===== src/rtl/core/mdsd_pkg.sv =====
// shared types, constants and the digit decode function for the dashboard segment driver
`timescale 1ns / 1ps
package mdsd_pkg;

  // number of multiplexed COM groups
  localparam int unsigned SCAN_GROUPS = 3;

  localparam logic [7:0] SPEED_MAX    = 8'd99;
  localparam logic [7:0] BLINK_ON     = 8'd10;
  localparam logic [7:0] BLINK_PERIOD = 8'd20;

  // group 2 icon bits
  localparam logic [14:0] ICON_OIL  = 15'h0100;
  localparam logic [14:0] ICON_UNIT = 15'h0002;
  localparam logic [14:0] BAR_1     = 15'h6000;
  localparam logic [14:0] BAR_2     = 15'h1800;
  localparam logic [14:0] BAR_3     = 15'h0600;
  localparam logic [14:0] BAR_4     = 15'h0048;
  localparam logic [14:0] BAR_5     = 15'h0014;

  typedef enum logic {
    OP_UPDATE = 1'b0,
    OP_SCAN   = 1'b1
  } op_t;

  typedef logic [1:0]  scan_idx_t;
  typedef logic [14:0] seg_word_t;
  typedef logic [2:0]  com_t;

  // decoded display content, held by the top level
  typedef struct packed {
    seg_word_t speed_word;
    seg_word_t icon_word;
  } content_t;

  // one scan beat plus the following index
  typedef struct packed {
    seg_word_t word;
    com_t      com;
    scan_idx_t idx_nxt;
  } scan_beat_t;

  // seven-segment pattern, bits 0..6 = segments a..g
  function automatic logic [6:0] digit_segments(input logic [3:0] d);
    logic [6:0] seg;
    unique case (d)
      4'd0:    seg = 7'h3F;
      4'd1:    seg = 7'h06;
      4'd2:    seg = 7'h5B;
      4'd3:    seg = 7'h4F;
      4'd4:    seg = 7'h66;
      4'd5:    seg = 7'h6D;
      4'd6:    seg = 7'h7D;
      4'd7:    seg = 7'h07;
      4'd8:    seg = 7'h7F;
      4'd9:    seg = 7'h6F;
      default: seg = 7'h00;
    endcase
    return seg;
  endfunction

endpackage


===== src/rtl/core/mdsd_if.sv =====
// valid/ready channel interfaces for input ticks and segment beats
`timescale 1ns / 1ps
interface mdsd_in_if;
  logic       valid;
  logic       ready;
  logic       operation;
  logic [7:0] speed;
  logic [7:0] battery_level;

  modport source (output valid, output operation, output speed, output battery_level,
                  input ready);
  modport sink   (input valid, input operation, input speed, input battery_level,
                  output ready);
endinterface

interface mdsd_out_if;
  logic        valid;
  logic        ready;
  logic [14:0] segment_word;
  logic [2:0]  com_select;

  modport source (output valid, output segment_word, output com_select, input ready);
  modport sink   (input valid, input segment_word, input com_select, output ready);
endinterface


===== src/rtl/core/mdsd_content_decode.sv =====
// speed digits and icon/battery word decode for an update tick
`timescale 1ns / 1ps
module mdsd_content_decode (
  input  logic              [7:0] speed,
  input  logic              [7:0] battery_level,
  input  logic              [7:0] blink_count,
  output mdsd_pkg::content_t      content
);

  logic [6:0]  spd_c;
  logic [14:0] tens_prod;
  logic [3:0]  tens;
  logic [6:0]  units;
  logic [15:0] blink_prod;
  logic [3:0]  blink_q;
  logic [7:0]  blink_rem;
  logic [6:0]  tens_seg;
  logic [6:0]  units_seg;
  logic [14:0] icons;

  // clamp and split into decimal digits, tens = floor(s * 205 / 2048) exact below 100
  always_comb begin
    spd_c     = (speed > mdsd_pkg::SPEED_MAX) ? mdsd_pkg::SPEED_MAX[6:0] : speed[6:0];
    tens_prod = 15'(spd_c) * 15'd205;
    tens      = tens_prod[14:11];
    units     = spd_c - 7'(tens) * 7'd10;
    tens_seg  = mdsd_pkg::digit_segments(tens);
    units_seg = mdsd_pkg::digit_segments(units[3:0]);
  end

  // blink phase: count mod 20 via reciprocal, exact over 8 bits
  always_comb begin
    blink_prod = 16'(blink_count) * 16'd205;
    blink_q    = blink_prod[15:12];
    blink_rem  = blink_count - 8'(blink_q) * mdsd_pkg::BLINK_PERIOD;
  end

  // unit icon, battery bars and oil-can icon
  always_comb begin
    icons = mdsd_pkg::ICON_UNIT;
    if (battery_level == 8'd0) begin
      if (blink_rem < mdsd_pkg::BLINK_ON) begin
        icons = icons | mdsd_pkg::ICON_OIL;
      end
    end else if (battery_level <= 8'd5) begin
      icons = icons | mdsd_pkg::BAR_1;
      if (battery_level >= 8'd2) icons = icons | mdsd_pkg::BAR_2;
      if (battery_level >= 8'd3) icons = icons | mdsd_pkg::BAR_3;
      if (battery_level >= 8'd4) icons = icons | mdsd_pkg::BAR_4;
      if (battery_level == 8'd5) icons = icons | mdsd_pkg::BAR_5;
    end
  end

  // tens digit blank below 10
  assign content.speed_word = {(tens != 4'd0) ? tens_seg : 7'd0, 1'b0, units_seg};
  assign content.icon_word  = icons;

endmodule


===== src/rtl/core/mdsd_scan_mux.sv =====
// scan group select: word, one-hot COM and next index
`timescale 1ns / 1ps
module mdsd_scan_mux (
  input  mdsd_pkg::scan_idx_t  scan_index,
  input  mdsd_pkg::content_t   content,
  output mdsd_pkg::scan_beat_t beat
);

  logic [2:0] idx_inc;

  assign idx_inc = 3'(scan_index) + 3'd1;

  always_comb begin
    unique case (scan_index)
      2'd0: begin
        beat.word = content.speed_word;
        beat.com  = 3'b001;
      end
      2'd1: begin
        beat.word = content.speed_word;
        beat.com  = 3'b010;
      end
      2'd2: begin
        beat.word = content.icon_word;
        beat.com  = 3'b100;
      end
      default: begin
        beat.word = '0;
        beat.com  = '0;
      end
    endcase
    // wrap at the group count, out-of-range index falls back to group 0
    if (idx_inc >= 3'(mdsd_pkg::SCAN_GROUPS)) begin
      beat.idx_nxt = '0;
    end else begin
      beat.idx_nxt = idx_inc[1:0];
    end
  end

endmodule


===== src/rtl/core/multiplexed_dashboard_segment_driver_core.sv =====
// top level: input register, content/scan state, output beat register
// a scan or init tick is held in the input register, then its beat in the output beat register
// throughput: one tick per cycle; update ticks after the first give no beat and never wait on the output
// a tick with a beat stalls only while the output register holds an untaken beat
// reset (rst_n low, synchronous) empties both registers and clears the display state;
// the first tick after reset yields a blank beat with all COM lines off
`timescale 1ns / 1ps
module multiplexed_dashboard_segment_driver_core (
  input  logic        clk,
  input  logic        rst_n,
  mdsd_in_if.sink     in_ch,
  mdsd_out_if.source  out_ch
);

  logic                 s1_valid_r;
  logic                 s1_op_r;
  logic [7:0]           s1_speed_r;
  logic [7:0]           s1_level_r;

  logic                 init_r;
  mdsd_pkg::content_t   content_r;
  mdsd_pkg::content_t   content_nxt;
  logic [7:0]           blink_r;
  logic [7:0]           blink_nxt;
  mdsd_pkg::scan_idx_t  scan_idx_r;

  logic                 out_valid_r;
  mdsd_pkg::seg_word_t  out_word_r;
  mdsd_pkg::com_t       out_com_r;

  logic                 has_beat;
  logic                 s1_fire;
  mdsd_pkg::scan_beat_t beat;

  // stage control
  assign has_beat    = !init_r || (s1_op_r == mdsd_pkg::OP_SCAN);
  assign s1_fire     = s1_valid_r && (!has_beat || !out_valid_r || out_ch.ready);
  assign in_ch.ready = !s1_valid_r || s1_fire;
  assign blink_nxt   = blink_r + 8'd1;

  mdsd_content_decode u_decode (
    .speed         (s1_speed_r),
    .battery_level (s1_level_r),
    .blink_count   (blink_nxt),
    .content       (content_nxt)
  );

  mdsd_scan_mux u_scan (
    .scan_index (scan_idx_r),
    .content    (content_r),
    .beat       (beat)
  );

  // input register
  always_ff @(posedge clk) begin
    if (!rst_n) begin
      s1_valid_r <= 1'b0;
    end else if (in_ch.ready) begin
      s1_valid_r <= in_ch.valid;
    end
  end

  always_ff @(posedge clk) begin
    if (in_ch.ready && in_ch.valid) begin
      s1_op_r    <= in_ch.operation;
      s1_speed_r <= in_ch.speed;
      s1_level_r <= in_ch.battery_level;
    end
  end

  // display state
  always_ff @(posedge clk) begin
    if (!rst_n) begin
      init_r     <= 1'b0;
      content_r  <= '0;
      blink_r    <= '0;
      scan_idx_r <= '0;
    end else if (s1_fire) begin
      if (!init_r) begin
        init_r    <= 1'b1;
        content_r <= '0;
      end else if (s1_op_r == mdsd_pkg::OP_UPDATE) begin
        content_r <= content_nxt;
        blink_r   <= blink_nxt;
      end else begin
        scan_idx_r <= beat.idx_nxt;
      end
    end
  end

  // output beat register
  always_ff @(posedge clk) begin
    if (!rst_n) begin
      out_valid_r <= 1'b0;
    end else if (s1_fire && has_beat) begin
      out_valid_r <= 1'b1;
    end else if (out_ch.ready) begin
      out_valid_r <= 1'b0;
    end
  end

  always_ff @(posedge clk) begin
    if (s1_fire && has_beat) begin
      out_word_r <= init_r ? beat.word : '0;
      out_com_r  <= init_r ? beat.com  : '0;
    end
  end

  assign out_ch.valid        = out_valid_r;
  assign out_ch.segment_word = out_word_r;
  assign out_ch.com_select   = out_com_r;

  // checks
  a_com_onehot: assert property (@(posedge clk) disable iff (!rst_n)
    out_valid_r |-> $onehot0(out_com_r))
    else $error("com select not one-hot");

  a_no_beat_before_init: assert property (@(posedge clk) disable iff (!rst_n)
    !init_r |-> !out_valid_r)
    else $error("beat before init tick");

  a_scan_idx_range: assert property (@(posedge clk) disable iff (!rst_n)
    scan_idx_r != 2'd3)
    else $error("scan index out of range");

  a_beat_loaded: assert property (@(posedge clk) disable iff (!rst_n)
    (s1_fire && has_beat) |=> out_valid_r)
    else $error("beat lost");

endmodule

===== src/flat_wrapper.sv =====
// flat-port wrapper written by rule: the top's interface ports become plain ports
module multiplexed_dashboard_segment_driver_core_flat 
  (clk, rst_n, in_ch_valid, in_ch_operation, in_ch_speed, in_ch_battery_level, in_ch_ready, out_ch_valid, out_ch_segment_word, out_ch_com_select, out_ch_ready);
  mdsd_in_if in_ch_i ();
  mdsd_out_if out_ch_i ();
  input  logic clk;
  input  logic rst_n;
  input wire logic [$bits(in_ch_i.valid)-1:0] in_ch_valid;
  input wire logic [$bits(in_ch_i.operation)-1:0] in_ch_operation;
  input wire logic [$bits(in_ch_i.speed)-1:0] in_ch_speed;
  input wire logic [$bits(in_ch_i.battery_level)-1:0] in_ch_battery_level;
  output wire logic [$bits(in_ch_i.ready)-1:0] in_ch_ready;
  output wire logic [$bits(out_ch_i.valid)-1:0] out_ch_valid;
  output wire logic [$bits(out_ch_i.segment_word)-1:0] out_ch_segment_word;
  output wire logic [$bits(out_ch_i.com_select)-1:0] out_ch_com_select;
  input wire logic [$bits(out_ch_i.ready)-1:0] out_ch_ready;
  assign in_ch_i.valid = in_ch_valid;
  assign in_ch_i.operation = in_ch_operation;
  assign in_ch_i.speed = in_ch_speed;
  assign in_ch_i.battery_level = in_ch_battery_level;
  assign in_ch_ready = in_ch_i.ready;
  assign out_ch_valid = out_ch_i.valid;
  assign out_ch_segment_word = out_ch_i.segment_word;
  assign out_ch_com_select = out_ch_i.com_select;
  assign out_ch_i.ready = out_ch_ready;
  multiplexed_dashboard_segment_driver_core u_core (.clk(clk), .rst_n(rst_n), .in_ch(in_ch_i), .out_ch(out_ch_i));
endmodule

===== config.mk =====
export PLATFORM = sky130hd
export DESIGN_NAME = multiplexed_dashboard_segment_driver_core_flat
export DESIGN_NICKNAME = d
export VERILOG_FILES = /design/src/rtl/core/mdsd_pkg.sv /design/src/rtl/core/mdsd_if.sv /design/src/rtl/core/mdsd_content_decode.sv /design/src/rtl/core/mdsd_scan_mux.sv /design/src/rtl/core/multiplexed_dashboard_segment_driver_core.sv /design/src/flat_wrapper.sv
export SDC_FILE = /design/constraint.sdc
export NUM_CORES = 1
export LEC_CHECK = 0
export ABC_AREA = 1
export BUFFER_PORTS_ARGS = -buffer_cell sky130_fd_sc_hd__buf_2
export CAP_MARGIN = 10
export CORE_MARGIN = 2
export CORE_UTILIZATION = 40
export DETAILED_ROUTE_END_ITERATION = 12
export GPL_ROUTABILITY_DRIVEN = 0
export HOLD_SLACK_MARGIN = 0.12
export PLACE_DENSITY_LB_ADDON = 0.05
export SLEW_MARGIN = 0
export SYNTH_ARGS = -nofsm -noshare
export SYNTH_HDL_FRONTEND = slang
export SYNTH_SLANG_ARGS = --single-unit

===== constraint.sdc =====
create_clock -name clk -period 5.7 [get_ports clk]
set_input_delay 0.57 -clock clk [delete_from_list [all_inputs] [get_ports clk]]
set_output_delay 0.57 -clock clk [all_outputs]
set_load 0.02 [all_outputs]

== Yosys cells after proc, flatten, opt, wreduce, memory -nomap -nowiden ==
Memories as Yosys holds them, arrays and structs flattened.
Index checks and enable logic that the tools add are counted.

* Add/subtract/negate cells: 4
* Multipliers: 4
* $lt $le $gt $ge: 7
* Eq/ne operators: 4
* Mux-type cells: 15
* Bitwise logic cells: 1
* Reduce and logical (&&, ||, !) cells: 18

{| class="wikitable"
|+ Operators by type and width
! cell !! count
|-
| $mux 30 || 2
|-
| $pmux 18 s3 || 1
|-
| $mux 15 || 2
|-
| $mux 7 || 3
|-
| $ge 8x2->1 const B || 2
|-
| $mul 8x8->16 const B || 1
|-
| $mul 7x8->15 const B || 1
|-
| $mux 13 || 1
|-
| $mux 11 || 1
|-
| $mux 9 || 1
|-
| $add 8x1->8 const B || 1
|-
| $eq 8x3->1 const B || 1
|-
| $ge 8x3->1 const B || 1
|-
| $gt 8x7->1 const B || 1
|-
| $le 8x3->1 const B || 1
|-
| $logic_not 8->1 || 1
|-
| $lt 8x4->1 const B || 1
|-
| $sub 8x8->8 || 1
|-
| $mul 4x3->6 const B || 1
|-
| $reduce_and 3->1 || 2
|-
| $mux 5 || 1
|-
| $logic_not 1->1 || 4
|-
| $logic_or 1x1->1 || 4
|-
| $mul 4x3->3 const B || 1
|-
| other kinds (14) || 17
|}

* Flip-flop bits (word level): 78
* Memory bits (read-only): 224
* Input bits: 21
* Logic and storage cells: 67
* Memories: 2

{| class="wikitable"
|+ Memories
! memory !! words !! bits a word !! read ports !! clocked after memory_dff !! wr ports !! line !! text
|-
| (name not given) || 16 || 7 || 1 || 0 || 0 || mdsd_pkg.sv:46 || <nowiki>unique case (d)</nowiki>
|-
| (name not given) || 16 || 7 || 1 || 0 || 0 || mdsd_pkg.sv:46 ||
|}

== Logic depth before layout (Yosys ltp) ==
* Depth after elaboration: 9
* Mapped depth: 38
* Mapped depth without buffers: 38

== By module ==
From an unflattened synthesis, not the netlist that was laid out.

* Cell total of the unflattened synthesis: 894
* Area total of the unflattened synthesis: 6794.0 um^2

{| class="wikitable"
|+ By module, submodules not included
! module !! instances !! cells each !! area an instance (um^2) !! seq. area each (um^2)
|-
| mdsd_content_decode || 1 || 527 || 3449.6 || 0.0
|-
| multiplexed_dashboard_segment_driver_core || 1 || 311 || 3034.2 || 1911.8
|-
| mdsd_scan_mux || 1 || 56 || 310.3 || 0.0
|}

== Least setup slack after synthesis ==
Ideal clock, no wire load.

* Kind: register to register
* From: reg u_core.blink_r[0]
* To: reg u_core.content_r[8] (netlist name)
* Library setup time: 0.070 ns
* Arrival time: 5.671 ns
* Setup slack: -0.041 ns
* Cell stages (with the launch flop): 34
* Period minus slack after synthesis: 5.741 ns
* Path through: dfxtp_1 ha_1 nand2_1 inv_2 nand4_1 xor2_1 inv_1 ha_1 inv_1 fa_1 inv_1 fa_1 inv_1 fa_1 inv_1 ha_1 a21oi_1 nand2_1 a21oi_1 nand3_1 nand2_1 inv_1 xor2_1 ha_1 ha_1 inv_1 ha_1 a21oi_1 inv_1 a21oi_1 nand2_1 nand3_1 nand3_1 a21oi_1

* Word-level cells in the longest chain between the ends: 9

{| class="wikitable"
|+ RTL lines
! what !! line !! text
|-
| start, declared || multiplexed_dashboard_segment_driver_core.sv:23 || <nowiki>logic [7:0] blink_r;</nowiki>
|-
| start signal, assigned || multiplexed_dashboard_segment_driver_core.sv:84 || <nowiki>blink_r <= blink_nxt;</nowiki>
|-
| $add 8x1->8 (*) || multiplexed_dashboard_segment_driver_core.sv:39 || <nowiki>assign blink_nxt = blink_r + 8'd1;</nowiki>
|-
| named net u_core.blink_nxt[6] || multiplexed_dashboard_segment_driver_core.sv:24 || <nowiki>logic [7:0] blink_nxt;</nowiki>
|-
| $mul 8x8->16 || mdsd_content_decode.sv:33 || <nowiki>blink_prod = 16'(blink_count) * 16'd205;</nowiki>
|-
| $mul 4x3->6 || mdsd_content_decode.sv:35 || <nowiki>blink_rem = blink_count - 8'(blink_q) * mdsd_pkg::BLINK_PERIOD;</nowiki>
|-
| $sub 8x8->8 (*) || mdsd_content_decode.sv:35 ||
|-
| $lt 8x4->1 (*) || mdsd_content_decode.sv:42 || <nowiki>if (blink_rem < mdsd_pkg::BLINK_ON) begin</nowiki>
|-
| $mux 9 (*) || mdsd_content_decode.sv:42 ||
|-
| $mux 15 (*) || mdsd_content_decode.sv:41 || <nowiki>if (battery_level == 8'd0) begin</nowiki>
|-
| $mux 30 (*) || multiplexed_dashboard_segment_driver_core.sv:82 || <nowiki>end else if (s1_op_r == mdsd_pkg::OP_UPDATE) begin</nowiki>
|-
| $mux 30 (*) || multiplexed_dashboard_segment_driver_core.sv:79 || <nowiki>if (!init_r) begin</nowiki>
|-
| end signal, assigned || multiplexed_dashboard_segment_driver_core.sv:83 || <nowiki>content_r <= content_nxt;</nowiki>
|-
| end, declared || multiplexed_dashboard_segment_driver_core.sv:21 || <nowiki>mdsd_pkg::content_t content_r;</nowiki>
|}

Mark *: on every way through the listed nets, which the timed path passes. The rest lies on a longest branch. The select of a mux whose other input is x is not followed.
A chain may end at the register's enable or synchronous reset.

== Final worst setup path ==
Ends and elaborated chain as after synthesis.

==> metrics.yaml <==
detailed_routing:
  first_iter_violations: 230
  avgViaCountPerCell: 4.93
  wl_per_cell_microns: 12.9
  route.detailed.drc: 0
  dr.pass1.iters: 4
  final_antenna_net_count: 0
  drt_wl_total_mm: 13.0
  vias: 4994
place:
  place_area_sq_um: 6490
  numPortBuffers: 39
  hpwlAfterDp_mm: 10.7
  place_inst: 995
  place_ws_ns: -0.225
final_layout:
  final_nets: 960
  drive_gt1_frac: 0.228
  final_util: 0.512
  fill_cells: 1316
  syn2layout_area_growth_pct: 23.6
  layout.cells.non_filler: 1012
  antenna_cells: 0
  fin_area_sq_um: 7160
grt:
  gr-max-usage-layer: "met2"
  antenna_found_initial: 0
  grt_pass1_wl_mm: 22.2
  grt_max_degree: 28
  grt.met2_usage: 0.302
  grt_pass1_vias: 5012
  grtUsageMet3: 0.0309
  gr-usage-met1: 0.211
  gr-total-overflow: 0
  grt_usage: 0.172
synthesis:
  synth_seq_area_share: 0.294
  synth-edff-count: 34
  synthTopCellsByCount: "nand2_1, inv_1, ha_1"
  yosys_warnings: 0
  synth_top_flop_cell: "edfxtp_1"
  avgSynthCellArea_sq_um: 7.78
  syn_nets: 877
  yosys.area_share.simple: 0.222
  netlist.area_leader.share: 0.199
  synthXorXnorAreaFrac: 0.0181
  yosysMostFrequentCell: "nand2_1"
  synthCells: 744
  synth_largest_area_cell: "ha_1"
  synth-adder-area-share: 0.268
  synth-seq-cells: 68
  synth.area.top_cells: "ha_1, edfxtp_1, dfxtp_1"
  synth_top_family_by_area: "adder cells"
  ys_types: 41
  async_reset_ff_frac: 0
  synthMuxAreaShare: 0
  synth_compound_area_frac: 0.0918
  syn_area_sq_um: 5790
timing:
  hold_viol_final: 0
  setup-violations-final: 0
  tightest_slew_ns: 0.733
  fin_crit_sh: 0.953
  maxSlewHeadroom: 0.508
  fin_skew_ns: 0.00753
  fin_ws_ns: 0.268
  hold_ws_ns: 0.417
  setup_tns_ns: 0
  fin_crit_ns: 5.43
  fmax_mhz: 184
  drv_slew: 0
power_and_ir_drop:
  clkPwrFrac: 0.276
  leakage_nw: 3.58
  powerDensity_nw_per_um2: 273
  p_int_mw: 1.22
  ir_drop_mv: 0.224
  netSwitchingPower_mw: 0.734
  total_power_mw: 1.95
  p_seq_frac: 0.281
  p_comb_frac: 0.443
  p_sw_frac: 0.376
die:
  rows: 43
  core_area_sq_um: 14000
  io-pin-count: 41
  die-area_sq_um: 15500
  die_w_microns: 124
  start_util: 0.414
  chipHeight_microns: 124
clocking:
  htree_levels: 3
  ctsHoldBuffers: 0
  root_buffer: "clkbuf_16"
  cts_made_buffers: 9
  worst_setup_hold_path_clk_slew_ns: 0.05
  clock-sinks: 68
  cts_tree: "yes"
  worst_skew_pair.late_latency_ns: 0.33
  cts_buffer_depth: 2
flow_run:
  cap_viol_max_count: 0
critical_path:
  cp-start-kind: "flip-flop"
  crit_arrival_ns: 5.66
  worstSetupEndpointType: "flip-flop"
  slowest_stage: "fa_1"
  slowest_delay_ns: 0.49
  path_class: "reg -> reg"
  crit_top_cell: "inv_2"
  crit_path_max_fanout: 3
  cp.required_ns: 5.93
status:
  status: "complete, no violations"
worst_hold_path:
  hold_path_class: "in -> reg"
## flip-flops by register name, summed over array words and instances (netlist names)
| name | count |
|---|---|
| u_core.blink_r | 8 |
| u_core.scan_idx_r | 2 |
| u_core.content_r | 21 |
| u_core.s1_valid_r | 1 |
| u_core.s1_op_r | 1 |
| u_core.out_ch.com_select | 3 |
| u_core.s1_level_r | 8 |
| u_core.out_ch.segment_word | 14 |
| u_core.init_r | 1 |
| u_core.out_ch.valid | 1 |
| u_core.s1_speed_r | 8 |
## cells by family (layout without fill, tap and decap cells)
logic type / count (synthesis) / after routing
buffers and inverters: 159 / 247
other: 1 / 1
AOI/OAI and AO/OA: 97 / 97
DFF: 68 / 68
adders and majority gates: 112 / 112
and+or+nand+nor: 295 / 295
xor gates and xnor gates: 12 / 12
## critical path, delay by kind of cell, from the launching register on
kind / cells / cell delay, ns
adder cells (fa/ha/maj): 9 / 2.83
AND/OR/NAND/NOR: 10 / 0.80
buffers and inverters: 10 / 0.51
AO/OA/AOI/OAI: 3 / 0.46
XOR/XNOR: 2 / 0.39
flip-flops: 1 / 0.35
## final cells by class
class / instances / area (sq um) / share of cell area
Multi-Input combinational cell: 517 / 3840 / 0.537
Sequential cell: 68 / 1700 / 0.238
Inverter: 148 / 559 / 0.0781
Timing Repair Buffer: 83 / 526 / 0.0734
Clock buffer: 13 / 283 / 0.0395
Tap cell: 180 / 225 / 0.0315
Clock inverter: 3 / 17.5 / 0.00245
## timing repair
item | CTS | global route
buffers inserted | 0 | 1
endpoints found under the setup margin | 1 | 8
pin swaps | 6 | 26
resized for setup | 11 | 57
## cell usage in the layout, fill, tap and decap left out, types with 5 or more instances in the layout
| cell | count |
|---|---|
| edfxtp_1 | 34 |
| nand3_1 | 51 |
| nor2_1 | 42 |
| ha_4 | 13 |
| fa_1 | 19 |
| buf_2 | 39 |
| xor2_1 | 7 |
| o21ai_0 | 22 |
| nand3_2 | 10 |
| nand2_1 | 147 |
| o21bai_1 | 5 |
| buf_4 | 44 |
| nand4_1 | 12 |
| o21ai_1 | 9 |
| dfxtp_1 | 32 |
| ha_1 | 78 |
| inv_1 | 122 |
| nand2_2 | 12 |
| a21oi_1 | 44 |
| a21oi_2 | 8 |
| clkbuf_16 | 11 |
| inv_2 | 21 |
## power groups by stage
| stage | Sequential, mW | Combinational, mW | Clock, mW |
|---|---|---|---|
| after floorplan | 0.561 | 0.560 | 0 |
| after global placement | 0.558 | 0.771 | 0 |
| after detailed placement | 0.559 | 0.778 | 0 |
| after CTS | 0.549 | 0.793 | 0.552 |
| after global routing | 0.551 | 0.992 | 0.575 |
| final | 0.549 | 0.864 | 0.538 |
## final timing paths
| path | start | end | slack, ns | cells after the start |
|---|---|---|---|---|
| worst max-delay path | u_core.blink_r[0]$_SDFFE_PN0P_ | u_core.content_r[8]$_SDFFE_PN0P_ | 0.27 | 34 |
| worst min register to register | u_core.content_r[4]$_SDFFE_PN0P_ | u_core.content_r[4]$_SDFFE_PN0P_ | 0.46 | 2 |
| worst min-delay path | in_ch_operation | u_core.s1_op_r$_DFFE_PP_ | 0.42 | 1 |
| worst max register to register | u_core.blink_r[0]$_SDFFE_PN0P_ | u_core.content_r[8]$_SDFFE_PN0P_ | 0.27 | 34 |
## layer usage
| layer | wire length (microns) | vias up | share of wire |
|---|---|---|---|
| met2 | 6340 | 82 | 0.49 |
| met3 | 392 | 26 | 0.030 |
| li1 | - | 2573 | - |
| met4 | 333 | 0 | 0.026 |
| met5 | 0 | - | 0 |
| met1 | 5960 | 2313 | 0.46 |
No activity file was read; power rests on OpenSTA's default activity.
